<file path="config.mk">
export PLATFORM = sky130hd
export DESIGN_NAME = dpfm_apb_regs
export DESIGN_NICKNAME = d
export VERILOG_FILES = /design/src/hw/rtl/demand_paging_frame_manager_core_macros.svh /design/src/hw/rtl/dpfm_pkg.sv /design/src/hw/rtl/dpfm_apb_regs.sv
export SDC_FILE = /design/constraint.sdc
export NUM_CORES = 1
export LEC_CHECK = 0
export ABC_CLOCK_PERIOD_IN_PS = 1400
export BUFFER_PORTS_ARGS = -buffer_cell sky130_fd_sc_hd__buf_4
export CORE_ASPECT_RATIO = 1.25
export CORE_MARGIN = 5
export CORE_UTILIZATION = 37
export CTS_CLUSTER_SIZE = 20
export DETAILED_ROUTE_END_ITERATION = 16
export PLACE_DENSITY_LB_ADDON = 0.25
export SLEW_MARGIN = 40
export SYNTH_ARGS = -nofsm -noshare
export SYNTH_HDL_FRONTEND = slang
export SYNTH_SLANG_ARGS = --single-unit
</file>
<file path="constraint.sdc">
create_clock -name clk -period 1.4 [get_ports clk]
set_input_delay 0.21 -clock clk [delete_from_list [all_inputs] [get_ports clk]]
set_output_delay 0.21 -clock clk [all_outputs]
set_load 0.01 [all_outputs]
</file>
<file path="src/hw/rtl/demand_paging_frame_manager_core_macros.svh">
// Assertion helpers for the frame manager. They expect clk and arst_n in scope.
`ifndef DEMAND_PAGING_FRAME_MANAGER_CORE_MACROS_SVH
`define DEMAND_PAGING_FRAME_MANAGER_CORE_MACROS_SVH

// Same-cycle implication.
`define DPFM_ASSERT_IMP(lbl, ante, cons) \
	lbl: assert property (@(posedge clk) disable iff (!arst_n) (ante) |-> (cons)) \
		else $error("dpfm assertion failed");

// Next-cycle implication.
`define DPFM_ASSERT_NXT(lbl, ante, cons) \
	lbl: assert property (@(posedge clk) disable iff (!arst_n) (ante) |=> (cons)) \
		else $error("dpfm assertion failed");

`endif

</file>
<file path="src/hw/rtl/dpfm_pkg.sv">
package dpfm_pkg;

	// default sizing
	localparam int NUM_FRAMES_DEF = 64;
	localparam int MAX_PROCS_DEF  = 16;
	localparam int MAX_PAGES_DEF  = 64;

	// per-page age counter
	localparam int AGE_W = 16;

	// configuration port
	localparam int PADDR_W = 3;
	localparam int PDATA_W = 32;
	localparam int CFG_W   = 7;
	localparam logic [0:0] REG_MAX_FRAMES   = 1'b0;
	localparam logic [0:0] REG_FRAMES_INUSE = 1'b1;
	localparam logic [CFG_W-1:0] MAX_FRAMES_RST   = 7'd4;
	localparam logic [CFG_W-1:0] FRAMES_INUSE_RST = 7'd64;

	// request opcodes
	typedef enum logic [1:0] {
		OP_START  = 2'd0,
		OP_READ   = 2'd1,
		OP_WRITE  = 2'd2,
		OP_FINISH = 2'd3
	} opcode_t;

	// response status codes
	localparam logic [2:0] STS_OK       = 3'd0;
	localparam logic [2:0] STS_UNKNOWN  = 3'd1;
	localparam logic [2:0] STS_RANGE    = 3'd2;
	localparam logic [2:0] STS_NO_FRAME = 3'd3;
	localparam logic [2:0] STS_ACTIVE   = 3'd4;

	typedef struct packed {
		logic [1:0] opcode;
		logic [3:0] process_id;
		logic [5:0] page_number;
		logic [6:0] page_count;
	} req_t;

	typedef struct packed {
		logic [2:0] status;
		logic [5:0] frame_number;
		logic       page_fault;
		logic       fetch_from_swap;
		logic       victim_valid;
		logic [5:0] victim_page;
		logic       write_back;
	} rsp_t;

	typedef struct packed {
		logic [CFG_W-1:0] max_frames_per_process;
		logic [CFG_W-1:0] frames_in_use;
	} cfg_t;

	typedef enum logic [3:0] {
		ST_IDLE,
		ST_DECODE,
		ST_CLEAR,
		ST_FINISH,
		ST_ACCESS,
		ST_FSCAN,
		ST_WR_VIC,
		ST_WR_LOAD,
		ST_RESP
	} state_t;

endpackage

</file>
<file path="src/hw/rtl/dpfm_apb_regs.sv">
module dpfm_apb_regs (
	input  logic                          clk,
	input  logic                          arst_n,
	input  logic                          psel,
	input  logic                          penable,
	input  logic                          pwrite,
	input  logic [dpfm_pkg::PADDR_W-1:0]  paddr,
	input  logic [dpfm_pkg::PDATA_W-1:0]  pwdata,
	output logic [dpfm_pkg::PDATA_W-1:0]  prdata,
	output logic                          pready,
	output dpfm_pkg::cfg_t                cfg
);

	logic [dpfm_pkg::CFG_W-1:0] max_frames_q;
	logic [dpfm_pkg::CFG_W-1:0] frames_inuse_q;
	logic                       wr_en;

	assign pready = 1'b1;
	assign wr_en  = psel & penable & pwrite;

	// register writes, word address in paddr[2]
	always_ff @(posedge clk or negedge arst_n) begin
		if (!arst_n) begin
			max_frames_q   <= dpfm_pkg::MAX_FRAMES_RST;
			frames_inuse_q <= dpfm_pkg::FRAMES_INUSE_RST;
		end else if (wr_en) begin
			unique case (paddr[2])
				dpfm_pkg::REG_MAX_FRAMES:   max_frames_q   <= pwdata[dpfm_pkg::CFG_W-1:0];
				dpfm_pkg::REG_FRAMES_INUSE: frames_inuse_q <= pwdata[dpfm_pkg::CFG_W-1:0];
				default: ;
			endcase
		end
	end

	// read mux
	always_comb begin
		prdata = '0;
		unique case (paddr[2])
			dpfm_pkg::REG_MAX_FRAMES:   prdata = dpfm_pkg::PDATA_W'(max_frames_q);
			dpfm_pkg::REG_FRAMES_INUSE: prdata = dpfm_pkg::PDATA_W'(frames_inuse_q);
			default:                    prdata = '0;
		endcase
	end

	assign cfg.max_frames_per_process = max_frames_q;
	assign cfg.frames_in_use          = frames_inuse_q;

endmodule

</file>
After elaboration in Yosys (flattened, before gate mapping)
Cells that the tools add are included.
- add/subtract/negate cells: 0
- divide/modulo/power cells: 0
- muxes and demuxes: 1
- reductions and logical operators: 2
- equality and inequality tests: 0
- bitwise logic cells: 3
- multiply operators: 0
- magnitude comparators: 0
- shift operators: 0
- operator list (kind ; number):
    $pmux 32 s2 ; 1
    $reduce_and 2->1 ; 2
    $and 1x1->1 ; 2
    $not 1->1 ; 1
- input port bits: 40
- bits in registers: 14
- memories kept: 0
- output and inout bits: 47
- latch bits: 0
- memory bits (writable): 0
- word-level logic and storage cells: 8
- ROM bits: 0

Longest topological paths before layout
Gate-level depths: netlist of run 1.
- depth in word-level cells: 3
- mapped depth: 3
- gate-level depth less buffers: 2

Least setup slack after synthesis of run 1
OpenSTA, ideal clock, no wires.
- path kind: input port to flip-flop
- from: input paddr[2] (netlist bit)
- to: register max_frames_q[0] (netlist bit)
- slack: 451 ps
- stages on the path: 3
- data arrival time: 824 ps
- buffers on the path: 1
- setup time: 125 ps
- cells stage by stage: buf_6 nand4b_4 mux2_2
- longest elaborated chain between the ends: 2
- ends and longest elaborated chain (item ; RTL line ; source):
    start: declaration ; dpfm_apb_regs.sv:7 ; input logic [dpfm_pkg::PADDR_W-1:0] paddr,
    $not 1->1 (no line) ; n/a ;
    $reduce_and 2->1 (no line) ; n/a ;
    end signal: assignment ; dpfm_apb_regs.sv:24 ; max_frames_q <= dpfm_pkg::MAX_FRAMES_RST;
    end signal: assignment ; dpfm_apb_regs.sv:28 ; dpfm_pkg::REG_MAX_FRAMES: max_frames_q <= pwdata[dpfm_pkg::CFG_W-1:0];
    end: declaration ; dpfm_apb_regs.sv:14 ; logic [dpfm_pkg::CFG_W-1:0] max_frames_q;
Every way passes these cells.
A chain may end at the register's enable or synchronous reset.

Final worst setup path of run 1
- from: register frames_inuse_q[3] (netlist bit)
- to: output prdata[3] (netlist bit)
- longest elaborated chain between the ends: 1
- ends and longest elaborated chain (item ; RTL line ; source):
    start: declaration ; dpfm_apb_regs.sv:15 ; logic [dpfm_pkg::CFG_W-1:0] frames_inuse_q;
    start signal: assignment ; dpfm_apb_regs.sv:25 ; frames_inuse_q <= dpfm_pkg::FRAMES_INUSE_RST;
    start signal: assignment ; dpfm_apb_regs.sv:29 ; dpfm_pkg::REG_FRAMES_INUSE: frames_inuse_q <= pwdata[dpfm_pkg::CFG_W-1:0];
    $pmux 32 s2 ; dpfm_apb_regs.sv:38 ; unique case (paddr[2])
    end: declaration ; dpfm_apb_regs.sv:9 ; output logic [dpfm_pkg::PDATA_W-1:0] prdata,
Every way passes these cells. The select of a mux whose other input is x is not followed.

==> impl_metrics.ini, run 1 <==
[finish]
final_net_count = 142
fillers = 216
final_common_cell = buf_4
diodes = 0
final_cell_mix = buf_4 (33), conb_1 (26), mux2_2 (21), dfrtp_1 (12), clkbuf_4 (3)
multiInputGateArea_sq_um = 370
drive_gt1_share_pct = 61.4
regArea_sq_um = 353
syn_to_final_growth_pct = 25.8

[power]
cellPowerDensity_nw_per_um2 = 1290
report.power.total_uw = 1370
pwr-share-comb_pct = 37.6
p_sw_uw = 409
internal_power_uw = 957
clock_power_share_pct = 21.2
p_seq_share_pct = 41.3
leakage_uw = 0.000547
vdd_ir_drop_max_mv = 0.703
p_sw_share_pct = 30.0

[setup_path]
cp_max_fo = 3
critPathMaxStageDelay_ns = 0.40
setup.worst_path.start = frames_inuse_q[3]$_DFFE_PN0P_
rr_endpoint = frames_inuse_q[1]$_DFFE_PN0P_
critPathCaptureType = primary output
criticalPathCategory = flop to primary output
path_cells = mux2_2 -> buf_4
crit_path_top_delay_cell = dfrtp_1
reg2reg_depth = 1
cp.arrival_ns = 1.09
worstReg2RegStart = frames_inuse_q[1]$_DFFE_PN0P_
ff2ff_setup_slack_ns = 0.63
start_kind = flop
cp.required_ns = 1.19

[flow_run]
maxCapViolCount = 0

[global_routing]
grt_use_met2_pct = 18.9
antenna_found_initial = 0
met3_usage_pct = 3.07
grt_use_total_pct = 10.6
grt_pass1_vias = 553
grt_max_degree = 15
gr-usage-met1_pct = 10.0
overflow = 0
grt_pass1_wl_mm = 2.57
top_usage_layer = met2

[yosys]
syn_area_sq_um = 840
yosys_warnings = 0
synth_top_area_share_pct = 35.8
synth.largest_area_cell = dfrtp_1
ys_seq_area_share_pct = 42.0
synth_cells = 66
postSynthAreaPerCell_sq_um = 12.7
ys_seq_elements = 14
yosys-top-cells-area = dfrtp_1 (36%), mux2_2 (28%), buf_4 (23%), dfstp_2 (6.3%), nand4b_4 (2.8%)
ys_types = 8

[detailed_routing]
viasPerCell = 3.98
routed_wl_mm = 1.64
wl_per_cell_microns = 12.5
dr.pass1.iters = 4
ant_nets = 0
drc = 0
drt_iter0_drc = 11
dr_total_vias = 526

[floorplan]
rows = 19
die_h_microns = 63.3
die_x_microns = 52.6
die_area_sq_um = 3330
ios = 87
core-area_sq_um = 2190
initial_core_util_pct = 38.4

[timing]
final_max_slew_viol_count = 0
rsz0062_at_grt = no
setup_ws_ns = 0.105
fin_crit_ns = 1.30
skew_ns = 0
fmaxAchievable_ghz = 0.772
hold_violations = 0
period_share_pct = 92.5
setup_tns_ns = 0
setup_violations = 0

[clocking]
cts_tree = yes
cts_resized = 0
root_buffer = clkbuf_4
htree_levels = 1
cts_buffers = 3
path_clk_slew_ns = 0.08
cts.path.max_buffers = 2
cts.sinks = 14
clk_latency_ns = 0.28

[outcome]
outcome = completed

[worst_hold_path]
hp-start = pwdata[5]
min_to = frames_inuse_q[5]$_DFFE_PN0P_
min_path_cells = 2
hold_class = primary input to flop

[placement]
pre_cts_slack_ns = 0.251
io_buffers = 33
place.detailed.hpwl_mm = 1.31
place_congestion = 0.625
-- final cells by class --
| type | count | area share, % |
|---|---|---|
| multi-input combinational | 49 | 35.1 |
| sequential | 14 | 33.4 |
| timing repair buffer | 34 | 24.4 |
| tap | 31 | 3.67 |
| clock buffer | 4 | 3.44 |
-- synthesized netlist by cell type --
cell type	count
dfrtp_1	12
mux2_2	21
conb_1	2
dfstp_2	2
buf_6	1
buf_4	26
nand4b_4	1
nand4_2	1
-- worst max-delay path by stage --
| stage | to | cells after the start |
|---|---|---|
| after detailed placement | frames_inuse_q[4]$_DFFE_PN0P_ | 3 |
| after global routing | prdata[0] | 2 |
| after CTS | prdata[3] | 2 |
| after floorplan | max_frames_q[0]$_DFFE_PN0P_ | 3 |
| final | prdata[3] | 2 |
| after global placement | frames_inuse_q[2]$_DFFE_PN0P_ | 3 |
-- cells by family (layout without fill, tap and decap cells) --
family	after synthesis	after routing	synth area share, %
other	2	26	0.895
and+or+nand+nor	2	2	4.32
buffers and inverters	27	38	24.6
muxes	21	21	28.2
DFF	14	14	42.0
-- sequential cells by signal, summed over array words and instances, names as in the netlist --
name and cells:
max_frames_q 7, frames_inuse_q 7
-- layer usage --
layer | part of all wire [%] | vias to the layer above
li1 | - | 239
met1 | 32 | 258
met2 | 57 | 27
met3 | 10 | 2
met4 | 0.79 | 0
met5 | 0 | -
-- power groups by stage --
stage / clock network, uW / logic (uW) / registers, uW
after floorplan: 0 / 255 / 608
after CTS: 304 / 523 / 567
after detailed placement: 0 / 520 / 575
final: 289 / 513 / 564
after global placement: 0 / 511 / 568
after global routing: 325 / 554 / 584
-- critical path, delay by kind of cell, from the launching register on --
kind | cells | cell delay, ns
flops | 1 | 0.40
mux | 1 | 0.27
buf+inv | 1 | 0.14
-- repair_timing --
| item | CTS | global route |
|---|---|---|
| endpoints found under the setup margin | 0 | 0 |
| hold buffers | 1 | 0 |
| hold endpoints to repair | 14 | 0 |
| buffers inserted | 0 | 0 |
-- stage by stage --
step	cells	utilization (%)	hold slack, ns	area [sq um]
final	132	48.3	0.166	1060
after global routing	132	48.3	0.147	1060
after CTS	132	48.3	0.156	1060
after detailed placement	127	46.2	0.0737	1010
after global placement	127	46.2	0.0677	1010
after floorplan	90	-	-0.0856	930
No activity file was read; power rests on OpenSTA's default activity.
==> run 2, diff against run 1 <==
--- a/config.mk
+++ b/config.mk
@@ -13,6 +13,7 @@
 export CTS_CLUSTER_SIZE = 20
 export DETAILED_ROUTE_END_ITERATION = 16
 export PLACE_DENSITY_LB_ADDON = 0.25
+export RECOVER_POWER = 100
 export SLEW_MARGIN = 40
 export SYNTH_ARGS = -nofsm -noshare
 export SYNTH_HDL_FRONTEND = slang
==> impl_metrics.ini, run 2 (synthesis results as in run 1) <==
[outcome]
outcome = completed

[detailed_routing]
dr.pass1.iters = 2
ant_nets = 0
viasPerCell = 4.07
drc = 0
routed_wl_mm = 1.68
dr_total_vias = 537
drt_iter0_drc = 10
wl_per_cell_microns = 12.7

[floorplan]
core-area_sq_um = 2190
die_area_sq_um = 3330
initial_core_util_pct = 38.4
ios = 87
die_h_microns = 63.3
die_x_microns = 52.6
rows = 19

[timing]
tightest_slew_ns = 0.758
fin_crit_ns = 1.30
hold_violations = 0
setup_violations = 0
period_share_pct = 92.9
final_max_slew_viol_count = 0
relSlewSlack_pct = 49.5
setup_tns_ns = 0
skew_ns = 0
fmaxAchievable_ghz = 0.768
rsz0062_at_grt = no

[power]
p_sw_share_pct = 32.2
cellPowerDensity_nw_per_um2 = 1310
p_seq_share_pct = 44.2
pwr-share-comb_pct = 32.7
p_sw_uw = 407
vdd_ir_drop_max_mv = 0.663
leakage_uw = 0.000459
internal_power_uw = 856
clock_power_share_pct = 23.1

[setup_path]
critPathCaptureType = primary output
cp.arrival_ns = 1.09
critPathMaxStageDelay_ns = 0.55
ff2ff_setup_slack_ns = 0.63
crit_family = flip-flops
worstReg2RegStart = max_frames_q[4]$_DFFE_PN0P_
cp_max_fo = 3
criticalPathCategory = flop to primary output
rr_endpoint = max_frames_q[4]$_DFFE_PN0P_
start_kind = flop
cp.required_ns = 1.19
path_cells = mux2_2 -> buf_4
crit_path_top_delay_cell = dfstp_1
reg2reg_depth = 1
cp_num_buf_inv = 1

[worst_hold_path]
min_to = frames_inuse_q[5]$_DFFE_PN0P_
hold_class = primary input to flop
min_path_cells = 2
hp-start = pwdata[5]

[finish]
top_regs = frames_inuse_q: 7 flops, max_frames_q: 7 flops
drive_gt1_share_pct = 39.6
fillers = 239
final_common_cell = conb_1
regArea_sq_um = 353
final_cells = 132
final_cell_mix = conb_1 (26), mux2_2 (21), clkbuf_1 (18), buf_4 (13), dfrtp_1 (12)
multiInputGateArea_sq_um = 349
final_net_count = 142
syn_to_final_growth_pct = 14.6
diodes = 0

[placement]
place_congestion = 0.625
place_inst = 127
io_buffers = 33
place.detailed.hpwl_mm = 1.31

[clocking]
path_clk_slew_ns = 0.09
cts_resized = 0
htree_levels = 1
cts_tree = yes
postCtsHoldBufs = 1
cts.path.max_buffers = 2
cts.sinks = 14
clk_latency_ns = 0.28
root_buffer = clkbuf_4
cts_buffers = 3
postCtsSetupBuffers = 0

[global_routing]
overflow = 0
antenna_found_initial = 0
grt_pass1_wl_mm = 2.57
grt_use_total_pct = 10.6
grt_max_degree = 15
grt_pass1_vias = 553

[flow_run]
maxCapViolCount = 0
run 2: cell count changes in the layout (fill, tap and decap cells not counted), sizes merged:
| cell | change |
|---|---|
| buf | -20 |
| clkbuf | +20 |
run 2: how the worst max path moves through the flow:
stage | from | to | slack (ns) | depth (start not counted)
after global placement | paddr[2] | frames_inuse_q[2]$_DFFE_PN0P_ | 0.28 | 3
after floorplan | paddr[2] | max_frames_q[0]$_DFFE_PN0P_ | 0.45 | 3
after global routing | frames_inuse_q[6]$_DFFE_PN1P_ | prdata[6] | 0.04 | 2
after CTS | frames_inuse_q[3]$_DFFE_PN0P_ | prdata[3] | 0.09 | 2
after detailed placement | paddr[2] | frames_inuse_q[4]$_DFFE_PN0P_ | 0.25 | 3
final | max_frames_q[2]$_DFFE_PN1P_ | prdata[2] | 0.1 | 2
run 2: power by group through the flow:
stage                     logic (uW)  clock network [uW]  registers [uW]
after floorplan                  255                   0             608
after global placement           511                   0             568
after detailed placement         520                   0             575
after CTS                        523                 304             567
after global routing             452                 325             577
final                            413                 291             559
run 2: through the flow:
step                      util [%]  hold slack (ns)  setup WS, ns  total power (uW)  cell area [sq um]
after floorplan                  -          -0.0856         0.451               863                930
after global placement        46.2           0.0677         0.283              1080               1010
after detailed placement      46.2           0.0737         0.251              1100               1010
after CTS                     48.3            0.156        0.0861              1390               1060
after global routing          44.0            0.147        0.0359              1350                962
final                         44.0            0.165        0.0988              1260                962
run 2: final cells by class:
cell class,instances,area share (%)
clock buffer,4,3.77
sequential,14,36.7
timing repair buffer,34,19.2
multi-input combinational,49,36.3
tap,31,4.03
run 2: layer usage:
| layer | GRT usage, % | part of all wire, % | vias up |
|---|---|---|---|
| li1 | - | - | 241 |
| met1 | 10.0 | 32 | 267 |
| met2 | 18.9 | 56 | 27 |
| met3 | 3.07 | 11 | 2 |
| met4 | 6.71 | 0.77 | 0 |
| met5 | 0 | 0 | - |
